===== src/hdl/int8_dot_dequantize_assert.svh =====
// Assertion macros for the int8 dot product and dequantize block.
// Included by the top level; depends on nothing else.
`ifndef INT8_DOT_DEQUANTIZE_ASSERT_SVH
`define INT8_DOT_DEQUANTIZE_ASSERT_SVH

// same-cycle implication
`define I8DD_ASSERT_IMP(name, clk, rst, ante, cons, msg) \
   name: assert property (@(posedge clk) disable iff (rst) (ante) |-> (cons)) \
      else $error(msg);

// next-cycle implication
`define I8DD_ASSERT_NXT(name, clk, rst, ante, cons, msg) \
   name: assert property (@(posedge clk) disable iff (rst) (ante) |=> (cons)) \
      else $error(msg);

`endif


===== src/hdl/i8dd_pkg.sv =====
// Shared widths, step codes and controller/datapath command types
// for the int8 dot product and dequantize block. No dependencies.
`default_nettype none

package i8dd_pkg;

   localparam int BYTE_W   = 8;
   localparam int ROWSUM_W = 21;
   localparam int SCALE_W  = 32;
   localparam int OUT_W    = 64;
   localparam int ACC_W    = 40;
   localparam int ZR_W     = BYTE_W + ROWSUM_W;
   localparam int DIFF_W   = ACC_W + 1;
   localparam int MUL_W    = 32;
   localparam int SPROD_W  = 2 * SCALE_W;
   localparam int PROD_W   = DIFF_W + SPROD_W;

   // partial product order over the shared multiplier
   localparam logic [1:0] MUL_LL = 2'd0;
   localparam logic [1:0] MUL_LH = 2'd1;
   localparam logic [1:0] MUL_HL = 2'd2;
   localparam logic [1:0] MUL_HH = 2'd3;

   localparam logic [OUT_W-1:0] SAT_MAX = {1'b0, {(OUT_W-1){1'b1}}};
   localparam logic [OUT_W-1:0] SAT_MIN = {1'b1, {(OUT_W-1){1'b0}}};

   typedef struct packed {
      logic       accept;
      logic       diff_en;
      logic       mag_en;
      logic       mul_en;
      logic [1:0] mul_step;
      logic       round_en;
      logic       out_load;
   } cmd_type;

   typedef struct packed {
      logic out_free;
   } status_type;

endpackage

`default_nettype wire


===== src/hdl/i8dd_req_if.sv =====
// Request channel: one weight/activation pair plus end-of-run fields.
// Depends on i8dd_pkg.
`default_nettype none

interface i8dd_req_if;
   logic                                   valid;
   logic                                   ready;
   logic signed [i8dd_pkg::BYTE_W-1:0]     weight_byte;
   logic signed [i8dd_pkg::BYTE_W-1:0]     activation_byte;
   logic                                   last;
   logic signed [i8dd_pkg::BYTE_W-1:0]     zero_point;
   logic signed [i8dd_pkg::ROWSUM_W-1:0]   row_sum;
   logic        [i8dd_pkg::SCALE_W-1:0]    wgt_scale;
   logic        [i8dd_pkg::SCALE_W-1:0]    act_scale;

   modport source (
      output valid, weight_byte, activation_byte, last, zero_point, row_sum,
             wgt_scale, act_scale,
      input  ready
   );
   modport sink (
      input  valid, weight_byte, activation_byte, last, zero_point, row_sum,
             wgt_scale, act_scale,
      output ready
   );
endinterface

`default_nettype wire


===== src/hdl/i8dd_rsp_if.sv =====
// Response channel: one dequantized 64-bit result per finished run.
// Depends on i8dd_pkg.
`default_nettype none

interface i8dd_rsp_if;
   logic                                valid;
   logic                                ready;
   logic signed [i8dd_pkg::OUT_W-1:0]   value;

   modport source (output valid, value, input ready);
   modport sink   (input valid, value, output ready);
endinterface

`default_nettype wire


===== src/hdl/int8_dot_dequantize.sv =====
// Exact int8 dot product with per-channel fixed-point dequantization.
// Throughput: one request a cycle within a run; after the last request of a run the
// intake closes until the result loads; the shared 32x32 multiplier makes five passes.
// The response follows the finishing steps once the last request is accepted, later
// while an earlier response is still held. Reset (synchronous) clears the accumulator,
// the mode register and the response valid.
`default_nettype none
`include "int8_dot_dequantize_assert.svh"

module int8_dot_dequantize #(
   parameter int SCALE_FRAC = 24,
   parameter int OUT_FRAC   = 16
) (
   input  logic        clock,
   input  logic        reset,
   i8dd_req_if.sink    req_chan,
   i8dd_rsp_if.source  rsp_chan,
   input  logic        csr_wr_en,
   input  logic        csr_wr_data
);
   import i8dd_pkg::*;

   cmd_type    cmd;
   status_type status;

   i8dd_ctrl u_ctrl (
      .clock     (clock),
      .reset     (reset),
      .req_valid (req_chan.valid),
      .req_last  (req_chan.last),
      .req_ready (req_chan.ready),
      .cmd       (cmd),
      .status    (status)
   );

   i8dd_datapath #(
      .SCALE_FRAC (SCALE_FRAC),
      .OUT_FRAC   (OUT_FRAC)
   ) u_datapath (
      .clock            (clock),
      .reset            (reset),
      .cmd              (cmd),
      .status           (status),
      .csr_wr_en        (csr_wr_en),
      .csr_wr_data      (csr_wr_data),
      .weight_byte      (req_chan.weight_byte),
      .activation_byte  (req_chan.activation_byte),
      .last             (req_chan.last),
      .zero_point       (req_chan.zero_point),
      .row_sum          (req_chan.row_sum),
      .wgt_scale        (req_chan.wgt_scale),
      .act_scale        (req_chan.act_scale),
      .rsp_valid        (rsp_chan.valid),
      .rsp_ready        (rsp_chan.ready),
      .value            (rsp_chan.value)
   );

   `I8DD_ASSERT_NXT(a_last_closes_intake, clock, reset, req_chan.valid && req_chan.ready && req_chan.last, !req_chan.ready, "intake open after last request")
   `I8DD_ASSERT_IMP(a_no_overwrite, clock, reset, cmd.out_load, status.out_free, "response loaded over a pending one")
   `I8DD_ASSERT_NXT(a_load_gives_valid, clock, reset, cmd.out_load, rsp_chan.valid, "loaded response not presented")
   `I8DD_ASSERT_IMP(a_cmd_exclusive, clock, reset, 1'b1, $onehot0({cmd.accept, cmd.diff_en, cmd.mag_en, cmd.mul_en, cmd.round_en, cmd.out_load}), "overlapping datapath commands")

endmodule

`default_nettype wire


===== src/hdl/i8dd_ctrl.sv =====
// Sequencer for the finishing steps after the last request of a run.
// Depends on i8dd_pkg.
`default_nettype none

module i8dd_ctrl (
   input  logic                   clock,
   input  logic                   reset,
   input  logic                   req_valid,
   input  logic                   req_last,
   output logic                   req_ready,
   output i8dd_pkg::cmd_type      cmd,
   input  i8dd_pkg::status_type   status
);
   import i8dd_pkg::*;

   localparam logic [2:0] ST_IDLE  = 3'd0;
   localparam logic [2:0] ST_DIFF  = 3'd1;
   localparam logic [2:0] ST_MAG   = 3'd2;
   localparam logic [2:0] ST_MUL   = 3'd3;
   localparam logic [2:0] ST_ROUND = 3'd4;
   localparam logic [2:0] ST_OUT   = 3'd5;

   logic [2:0] state_ff, state_in;
   logic [1:0] step_ff, step_in;

   always_comb begin
      state_in     = state_ff;
      step_in      = step_ff;
      req_ready    = 1'b0;
      cmd          = '0;
      cmd.mul_step = step_ff;
      case (state_ff)
         ST_IDLE: begin
            req_ready  = 1'b1;
            cmd.accept = req_valid;
            if (req_valid && req_last) begin
               state_in = ST_DIFF;
            end
         end
         ST_DIFF: begin
            cmd.diff_en = 1'b1;
            state_in    = ST_MAG;
         end
         ST_MAG: begin
            cmd.mag_en = 1'b1;
            step_in    = MUL_LL;
            state_in   = ST_MUL;
         end
         ST_MUL: begin
            cmd.mul_en = 1'b1;
            step_in    = step_ff + 2'd1;
            if (step_ff == MUL_HH) begin
               state_in = ST_ROUND;
            end
         end
         ST_ROUND: begin
            cmd.round_en = 1'b1;
            state_in     = ST_OUT;
         end
         ST_OUT: begin
            // hold until the previous result has been taken
            if (status.out_free) begin
               cmd.out_load = 1'b1;
               state_in     = ST_IDLE;
            end
         end
         default: begin
            state_in = ST_IDLE;
         end
      endcase
   end

   always_ff @(posedge clock) begin
      if (reset) begin
         state_ff <= ST_IDLE;
         step_ff  <= MUL_LL;
      end else begin
         state_ff <= state_in;
         step_ff  <= step_in;
      end
   end

endmodule

`default_nettype wire


===== src/hdl/i8dd_datapath.sv =====
// Accumulator, zero-point correction, shared 32x32 multiplier, rounding,
// saturation and the result register. Depends on i8dd_pkg.
`default_nettype none

module i8dd_datapath #(
   parameter int SCALE_FRAC = 24,
   parameter int OUT_FRAC   = 16
) (
   input  logic                                  clock,
   input  logic                                  reset,
   input  i8dd_pkg::cmd_type                     cmd,
   output i8dd_pkg::status_type                  status,
   input  logic                                  csr_wr_en,
   input  logic                                  csr_wr_data,
   input  logic signed [i8dd_pkg::BYTE_W-1:0]    weight_byte,
   input  logic signed [i8dd_pkg::BYTE_W-1:0]    activation_byte,
   input  logic                                  last,
   input  logic signed [i8dd_pkg::BYTE_W-1:0]    zero_point,
   input  logic signed [i8dd_pkg::ROWSUM_W-1:0]  row_sum,
   input  logic        [i8dd_pkg::SCALE_W-1:0]   wgt_scale,
   input  logic        [i8dd_pkg::SCALE_W-1:0]   act_scale,
   output logic                                  rsp_valid,
   input  logic                                  rsp_ready,
   output logic signed [i8dd_pkg::OUT_W-1:0]     value
);
   import i8dd_pkg::*;

   localparam int SHIFT = 2 * SCALE_FRAC - OUT_FRAC;
   localparam int RSH   = (SHIFT > 0) ? SHIFT : 0;
   localparam int LSH   = (SHIFT < 0) ? -SHIFT : 0;
   localparam int RND_W = PROD_W + 1 + LSH;

   logic                       asym_ff;
   logic signed [ACC_W-1:0]    acc_ff, acc_in, acc_sum;
   logic signed [2*BYTE_W-1:0] pair_prod;

   logic signed [ACC_W-1:0]    fin_acc_ff;
   logic signed [BYTE_W-1:0]   zp_ff;
   logic signed [ROWSUM_W-1:0] rs_ff;
   logic [SCALE_W-1:0]         ws_ff, as_ff;

   logic signed [ZR_W-1:0]     zr;
   logic [DIFF_W-1:0]          zr_sel;
   logic [DIFF_W-1:0]          d_ff, d_in;
   logic [SPROD_W-1:0]         scale_ff;
   logic [DIFF_W-1:0]          mag_ff;
   logic                       neg_ff;

   logic [MUL_W-1:0]           mul_a, mul_b, mag_hi;
   logic [2*MUL_W-1:0]         mul_p;
   logic [PROD_W-1:0]          part, prod_ff, prod_in;

   logic [RND_W-1:0]           rnd_ext, rnd_bias, rnd_ff, rnd_in;
   logic                       over;
   logic [OUT_W-1:0]           mag64, sat_val;
   logic [OUT_W-1:0]           value_ff;
   logic                       rsp_valid_ff, rsp_valid_in;

   // accumulate
   assign pair_prod = weight_byte * activation_byte;
   assign acc_sum   = acc_ff + ACC_W'(pair_prod);

   always_comb begin
      acc_in = acc_ff;
      if (cmd.accept) begin
         acc_in = last ? '0 : acc_sum;
      end
   end

   // zero-point correction
   assign zr     = zp_ff * rs_ff;
   assign zr_sel = asym_ff ? DIFF_W'(zr) : '0;
   assign d_in   = DIFF_W'(fin_acc_ff) - zr_sel;

   // shared multiplier: scale product first, then four partial products
   assign mag_hi = MUL_W'(mag_ff[DIFF_W-1:MUL_W]);

   always_comb begin
      mul_a = ws_ff;
      mul_b = as_ff;
      if (!cmd.diff_en) begin
         case (cmd.mul_step)
            MUL_LL: begin
               mul_a = mag_ff[MUL_W-1:0];
               mul_b = scale_ff[MUL_W-1:0];
            end
            MUL_LH: begin
               mul_a = mag_ff[MUL_W-1:0];
               mul_b = scale_ff[SPROD_W-1:MUL_W];
            end
            MUL_HL: begin
               mul_a = mag_hi;
               mul_b = scale_ff[MUL_W-1:0];
            end
            MUL_HH: begin
               mul_a = mag_hi;
               mul_b = scale_ff[SPROD_W-1:MUL_W];
            end
            default: begin
               mul_a = ws_ff;
               mul_b = as_ff;
            end
         endcase
      end
   end

   assign mul_p = mul_a * mul_b;

   always_comb begin
      case (cmd.mul_step)
         MUL_LL:  part = PROD_W'(mul_p);
         MUL_LH:  part = PROD_W'(mul_p) << MUL_W;
         MUL_HL:  part = PROD_W'(mul_p) << MUL_W;
         MUL_HH:  part = PROD_W'(mul_p) << (2 * MUL_W);
         default: part = '0;
      endcase
   end

   assign prod_in = prod_ff + part;

   // round half away from zero on the magnitude, or exact left shift
   assign rnd_ext  = RND_W'(prod_ff);
   assign rnd_bias = (RND_W'(1) << RSH) >> 1;
   assign rnd_in   = ((rnd_ext + rnd_bias) >> RSH) << LSH;

   // saturate to the signed 64-bit range
   assign over  = |rnd_ff[RND_W-1:OUT_W];
   assign mag64 = rnd_ff[OUT_W-1:0];

   always_comb begin
      if (neg_ff) begin
         if (over || (mag64 > SAT_MIN)) begin
            sat_val = SAT_MIN;
         end else begin
            sat_val = -mag64;
         end
      end else begin
         if (over || mag64[OUT_W-1]) begin
            sat_val = SAT_MAX;
         end else begin
            sat_val = mag64;
         end
      end
   end

   assign status.out_free = !rsp_valid_ff || rsp_ready;

   always_comb begin
      rsp_valid_in = rsp_valid_ff;
      if (cmd.out_load) begin
         rsp_valid_in = 1'b1;
      end else if (rsp_ready) begin
         rsp_valid_in = 1'b0;
      end
   end

   always_ff @(posedge clock) begin
      if (reset) begin
         asym_ff      <= 1'b0;
         acc_ff       <= '0;
         rsp_valid_ff <= 1'b0;
      end else begin
         if (csr_wr_en) begin
            asym_ff <= csr_wr_data;
         end
         acc_ff       <= acc_in;
         rsp_valid_ff <= rsp_valid_in;
      end
   end

   always_ff @(posedge clock) begin
      if (cmd.accept && last) begin
         fin_acc_ff <= acc_sum;
         zp_ff      <= zero_point;
         rs_ff      <= row_sum;
         ws_ff      <= wgt_scale;
         as_ff      <= act_scale;
      end
      if (cmd.diff_en) begin
         d_ff     <= d_in;
         scale_ff <= mul_p;
      end
      if (cmd.mag_en) begin
         neg_ff  <= d_ff[DIFF_W-1];
         mag_ff  <= d_ff[DIFF_W-1] ? -d_ff : d_ff;
         prod_ff <= '0;
      end
      if (cmd.mul_en) begin
         prod_ff <= prod_in;
      end
      if (cmd.round_en) begin
         rnd_ff <= rnd_in;
      end
      if (cmd.out_load) begin
         value_ff <= sat_val;
      end
   end

   assign rsp_valid = rsp_valid_ff;
   assign value     = value_ff;

endmodule

`default_nettype wire


===== src/flat_wrapper.sv =====
// flat-port wrapper written by rule: the top's interface ports become plain ports
module int8_dot_dequantize_flat import i8dd_pkg::*;
#(
   parameter int SCALE_FRAC = 24,
   parameter int OUT_FRAC   = 16
)
  (clock, reset, csr_wr_en, csr_wr_data, req_chan_valid, req_chan_weight_byte, req_chan_activation_byte, req_chan_last, req_chan_zero_point, req_chan_row_sum, req_chan_wgt_scale, req_chan_act_scale, req_chan_ready, rsp_chan_valid, rsp_chan_value, rsp_chan_ready);
  i8dd_req_if req_chan_i ();
  i8dd_rsp_if rsp_chan_i ();
  input  logic clock;
  input  logic reset;
  input  logic csr_wr_en;
  input  logic csr_wr_data;
  input wire logic [$bits(req_chan_i.valid)-1:0] req_chan_valid;
  input wire logic [$bits(req_chan_i.weight_byte)-1:0] req_chan_weight_byte;
  input wire logic [$bits(req_chan_i.activation_byte)-1:0] req_chan_activation_byte;
  input wire logic [$bits(req_chan_i.last)-1:0] req_chan_last;
  input wire logic [$bits(req_chan_i.zero_point)-1:0] req_chan_zero_point;
  input wire logic [$bits(req_chan_i.row_sum)-1:0] req_chan_row_sum;
  input wire logic [$bits(req_chan_i.wgt_scale)-1:0] req_chan_wgt_scale;
  input wire logic [$bits(req_chan_i.act_scale)-1:0] req_chan_act_scale;
  output wire logic [$bits(req_chan_i.ready)-1:0] req_chan_ready;
  output wire logic [$bits(rsp_chan_i.valid)-1:0] rsp_chan_valid;
  output wire logic [$bits(rsp_chan_i.value)-1:0] rsp_chan_value;
  input wire logic [$bits(rsp_chan_i.ready)-1:0] rsp_chan_ready;
  assign req_chan_i.valid = req_chan_valid;
  assign req_chan_i.weight_byte = req_chan_weight_byte;
  assign req_chan_i.activation_byte = req_chan_activation_byte;
  assign req_chan_i.last = req_chan_last;
  assign req_chan_i.zero_point = req_chan_zero_point;
  assign req_chan_i.row_sum = req_chan_row_sum;
  assign req_chan_i.wgt_scale = req_chan_wgt_scale;
  assign req_chan_i.act_scale = req_chan_act_scale;
  assign req_chan_ready = req_chan_i.ready;
  assign rsp_chan_valid = rsp_chan_i.valid;
  assign rsp_chan_value = rsp_chan_i.value;
  assign rsp_chan_i.ready = rsp_chan_ready;
  int8_dot_dequantize #(.SCALE_FRAC(SCALE_FRAC), .OUT_FRAC(OUT_FRAC)) u_core (.clock(clock), .reset(reset), .req_chan(req_chan_i), .rsp_chan(rsp_chan_i), .csr_wr_en(csr_wr_en), .csr_wr_data(csr_wr_data));
endmodule

===== config.mk =====
export PLATFORM = sky130hd
export DESIGN_NAME = int8_dot_dequantize_flat
export DESIGN_NICKNAME = d
export VERILOG_FILES = /design/src/hdl/i8dd_pkg.sv /design/src/hdl/i8dd_req_if.sv /design/src/hdl/i8dd_rsp_if.sv /design/src/hdl/int8_dot_dequantize.sv /design/src/hdl/i8dd_ctrl.sv /design/src/hdl/i8dd_datapath.sv /design/src/flat_wrapper.sv
export VERILOG_INCLUDE_DIRS = /design/src /design/src/hdl
export SDC_FILE = /design/constraint.sdc
export NUM_CORES = 2
export LEC_CHECK = 0
export BUFFER_PORTS_ARGS = -buffer_cell sky130_fd_sc_hd__clkbuf_2
export CAP_MARGIN = 10
export CORE_ASPECT_RATIO = 0.6
export CORE_MARGIN = 8
export CORE_UTILIZATION = 52
export CTS_BUF_LIST = sky130_fd_sc_hd__clkbuf_8
export DETAILED_ROUTE_END_ITERATION = 10
export PLACE_DENSITY = 0.68
export SETUP_SLACK_MARGIN = 0.3
export SYNTH_ARGS = -nofsm -noshare
export SYNTH_HDL_FRONTEND = slang
export SYNTH_HIERARCHICAL = 1
export SYNTH_SLANG_ARGS = --single-unit

===== constraint.sdc =====
create_clock -name clock -period 23.1 [get_ports clock]
set_input_delay 5.775 -clock clock [delete_from_list [all_inputs] [get_ports clock]]
set_output_delay 5.775 -clock clock [all_outputs]
set_load 0.02 [all_outputs]

Word-level counts from Yosys, hierarchy flattened
Cells that the tools add are included.
Widths: inputs -> output; s select.
{"block": "op_classes", "addsub": 7, "mul": 3, "magnitude_cmp": 1, "eq_ne": 11, "muxes": 28, "reduce_logical": 18}
{"cell": "$pmux 105 s3", "count": 1}
{"cell": "$mux 105", "count": 2}
{"cell": "$mux 64", "count": 3}
{"cell": "$pmux 32 s2", "count": 2}
{"cell": "$add 105x32->106 const B", "count": 1}
{"cell": "$add 105x105->105", "count": 1}
{"cell": "$mux 40", "count": 2}
{"cell": "$gt 64x64->1 const B", "count": 1}
{"cell": "$mul 32x32->64", "count": 1}
{"cell": "$mux 32", "count": 2}
{"cell": "$neg 64->64", "count": 1}
{"cell": "$mux 41", "count": 1}
{"cell": "$neg 41->41", "count": 1}
{"cell": "$sub 41x41->41", "count": 1}
{"cell": "$add 40x16->40", "count": 1}
{"cell": "$mul 8x21->29", "count": 1}
{"cell": "$pmux 3 s6", "count": 1}
{"cell": "$mul 8x8->16", "count": 1}
{"cell": "$mux 1", "count": 10}
{"cell": "$reduce_or 10->1", "count": 1}
{"cell": "$reduce_or 2->1", "count": 5}
{"cell": "$mux 3", "count": 3}
{"cell": "$eq 3x2->1 const B", "count": 2}
{"cell": "$eq 3x3->1 const B", "count": 2}
{"cell": "14 further kinds", "count": 21}
{"block": "totals", "reg_bits": 570, "word_cells": 86}

Longest topological paths before layout
{"block": "depth", "ltp_word": 8, "depth_mapped": 52, "mapped_depth_nobuf": 48}

Cells and area by module
Netlist, hierarchy kept.
{"mod": "i8dd_datapath", "instances": 1, "cells_each": 8138, "area_per_inst_um2": 76692.3, "seq_area_each_um2": 16545.9}
{"mod": "i8dd_ctrl", "instances": 1, "cells_each": 38, "area_per_inst_um2": 314.1, "seq_area_each_um2": 100.1}

Worst setup path before layout
No wires, ideal clock.
{"block": "synth_path", "path_type": "register to register", "from": "register u_core.u_ctrl.state_ff[0]", "to": "register u_core.u_datapath.prod_ff[100], data pin", "setup_time_ns": 0.261, "arrival_ns": 19.526, "slack_ns": 3.312, "path_stages_with_launch": 42, "n_path_buf": 5, "path_cell_list": "dfxtp_1 > buf_2 > nor3b_1 > clkbuf_1 > clkbuf_1 > clkbuf_1 > o21a_1 > clkbuf_1 > nor2_1 > fa_1 > inv_1 > fa_1 > fa_1 > fa_1 > inv_1 > fa_1 > fa_1 > fa_1 > [... 6 more ...] > a221o_1 > o21ai_0 > o221ai_1 > a31o_2 > xor2_1 > a22o_1 > ha_1 > nand4_1 > or2_2 > or4_1 > or4_1 > a21o_1 > o221a_2 > o41ai_1 > a21oi_1 > o31ai_1 > a31oi_1 > mux2i_1"}
{"item": "start, declared", "line": "i8dd_ctrl.sv:23", "source": "logic [2:0] state_ff, state_in;"}
{"item": "start signal, assigned", "line": "i8dd_ctrl.sv:78", "source": "state_ff <= state_in;"}
{"item": "end signal, assigned", "line": "i8dd_datapath.sv:189", "source": "prod_ff <= prod_in;"}
{"item": "end, declared", "line": "i8dd_datapath.sv:51", "source": "logic [PROD_W-1:0] part, prod_ff, prod_in;"}

==> results.json <==
{
  "setup_violations": 0,
  "worst_pin_slew_ns": 1.37,
  "yosysWarnings": 6,
  "drtAntennaViolNets": 0,
  "yosysTopAreaCellShare": 0.312,
  "rows": 109,
  "drc": 0,
  "tns_ns": 0,
  "clkTransAtPathRegs_ns": 0.07,
  "yosys-top-cells-area": "fa_1 (31%), edfxtp_1 (20%), ha_1 (9.1%)",
  "worst_path_max_delay_cell": "o21a_1",
  "dp_hpwl_um": 212000,
  "relSlewSlack": 0.0900,
  "endpoint_kind": "flop",
  "whs_ns": 0.480,
  "clock.fmax_mhz": 61.8,
  "critical-path-max-stage-delay_ns": 1.04,
  "post-cts-setup-buffers": 0,
  "synth_top_area_cell": "fa_1",
  "drv_cap": 0,
  "cts_resized": 0,
  "gp_congestion": 1.04,
  "drt_iter0_drc": 7241,
  "core_um2": 147000,
  "start_util": 0.523,
  "synthArstFlopShare": 0,
  "dieHeight_um": 314,
  "fillers": 13100,
  "crit_path_start_kind": "flop",
  "io_pins": 182,
  "synth-edff-count": 523,
  "ff2ff_path_depth": 43,
  "syn_inst": 8176,
  "rsz0062_at_grt": "no",
  "port_buffers": 181,
  "cts_buffers": 92,
  "grt_pass1_vias": 60100,
  "grt_util_all_layers": 0.322,
  "syn_area_per_cell_um2": 9.42,
  "ys_types": 90,
  "wire_per_inst_um": 25.7,
  "r2r_start": "u_core/u_ctrl/state_ff[0]",
  "area_growth_pct": 6.63,
  "hp-start": "u_core/u_datapath/acc_ff[31]",
  "ys_seq_area_frac": 0.216,
  "cp_max_fo": 162,
  "r2r_slack_ns": 6.92,
  "arrival_ns": 16.73,
  "yosys_register_bits": 570,
  "period_minus_slack_ns": 16.18,
  "crit_type": "reg2reg",
  "clk_path_buf_depth": 3,
  "avgViaCountPerCell": 5.94,
  "min_path_type": "reg2reg",
  "synth_common_cells": "inv_1 (1,314), fa_1 (1,199), nand2_1 (908)",
  "insertion_delay_ns": 0.83,
  "synth.most_common_cell": "inv_1",
  "fin_util": 0.558,
  "r2r_end": "u_core/u_datapath/prod_ff[97]",
  "final-hold-violation-count": 0,
  "worstPathRequired_ns": 23.65,
  "vias": 60900,
  "antenna_found_initial": 14,
  "totalWireLength_um": 263000,
  "nNetsFinal": 10100,
  "gr-total-overflow": 0,
  "grt_max_degree": 163,
  "dr.pass1.iters": 5,
  "min_to": "u_core/u_datapath/acc_ff[31]",
  "cts_htree_levels": 3,
  "grt_pass1_wl_um": 391000,
  "syn-cell-area_um2": 77000,
  "holdPathStages": 1,
  "outcome": "finished clean",
  "cts.sinks": 570,
  "period_share": 0.700,
  "die-width_um": 513,
  "drv_slew": 0,
  "cts_root_buffer": "clkbuf_8",
  "synth_ff_type": "edfxtp_1",
  "cts-hold-fix-buffers": 0,
  "worst_path_most_repeated_cell": "fa_1",
  "die-area_um2": 161000,
  "drive_gt1_frac": 0.0647,
  "synthesis.nets": 10000,
  "final.setup_skew_ns": 0.0663,
  "cts_tree": "done"
}
metal layers:
metal	part of all wire	GRT usage	vias up
met1	0.45	0.489	30500
met4	0.022	0.0633	8
met2	0.39	0.429	3363
met3	0.14	0.130	412
li1	-	-	26600
met5	0.00086	0.00863	-
metrics by stage:
step | instances | instance area (um^2) | worst slack, ns
after global placement | 10100 | 80200 | 7.69
after floorplan | 8176 | 77000 | 3.31
after detailed placement | 10100 | 80200 | 7.37
after global routing | 10300 | 82100 | 6.09
final | 10300 | 82100 | 6.92
after CTS | 10300 | 82000 | 7.34
worst max-delay path by stage:
stage / endpoint / start / slack, ns
after floorplan: u_core/u_datapath/prod_ff[100] / u_core/u_ctrl/state_ff[0] / 3.31
after global placement: u_core/u_datapath/prod_ff[97] / u_core/u_ctrl/state_ff[0] / 7.69
after detailed placement: u_core/u_datapath/prod_ff[97] / u_core/u_ctrl/state_ff[0] / 7.37
after CTS: u_core/u_datapath/prod_ff[97] / u_core/u_ctrl/state_ff[0] / 7.34
after global routing: u_core/u_datapath/prod_ff[97] / u_core/u_ctrl/state_ff[0] / 6.09
final: u_core/u_datapath/prod_ff[97] / u_core/u_ctrl/state_ff[0] / 6.92
placed cells by master (no fill, tap or decap), drive strengths merged, types with 12 or more instances in the layout:
cell type and n:
a211oi 13, a21o 162, a21oi 322, a22o 60
a22oi 26, a31oi 40, and2 193, and3 46
and4 19, buf 148, clkbuf 277, clkinv 41
dfxtp 47, edfxtp 523, fa 1199, ha 557
inv 1339, mux2i 49, nand2 909, nand2b 75
nand3 97, nand4 70, nor2 853, nor2b 43
nor3 81, nor4 22, o211a 31, o211ai 12
o21a 102, o21ai 284, o21bai 47, o311ai 31
o31ai 25, or2 20, or3 34, or4 29
xnor2 241, xor2 113
cells by family (layout without fill, tap and decap cells):
family,count (synthesis),after routing,share of synthesized area
other,0,2,0
muxes,49,49,0.00637
AOI/OAI and AO/OA,1256,1256,0.106
and+or+nand+nor,2513,2513,0.146
adders and majority gates,1756,1756,0.402
xor gates and xnor gates,354,354,0.0403
buffers and inverters,1678,1814,0.0823
DFF,570,570,0.216
cell type report:
cell class,count,area (um^2),share of cell area
multi-input cells,5928,54200,0.660
flip-flops and latches,570,16600,0.203
inverters,1317,4940,0.0602
well taps,1942,2430,0.0296
repair buffers,330,2080,0.0254
clock buffers,95,1310,0.0159
clock inverters,72,502,0.00611
diodes,2,5.00,0.0000610
sequential cells by signal, indices dropped and copies added (netlist names), 8 cells and up:
name / flops
u_core/u_datapath/fin_acc_ff: 40
u_core/u_datapath/mag_ff: 41
u_core/u_datapath/scale_ff: 64
u_core/u_datapath/prod_ff: 105
u_core/u_datapath/d_ff: 41
u_core/u_datapath/zp_ff: 8
u_core/u_datapath/as_ff: 32
u_core/u_datapath/ws_ff: 32
u_core/u_datapath/rnd_ff: 74
u_core/u_datapath/rs_ff: 21
u_core/u_datapath/acc_ff: 40
u_core/u_datapath/value: 64
worst max-delay path, delay by kind of cell, from the launching register on:
family / cells / cell delay [ns]
compound gates: 16 / 6.56
xor+xnor: 1 / 0.31
fa+ha+maj: 10 / 4.88
buf+inv: 6 / 1.42
flops: 1 / 0.63
mux: 1 / 0.13
simple gates: 9 / 1.73
Power is left out: the tool's default activity adds up to more than one toggle a clock period on the data nets, which glitch-free logic cannot reach.
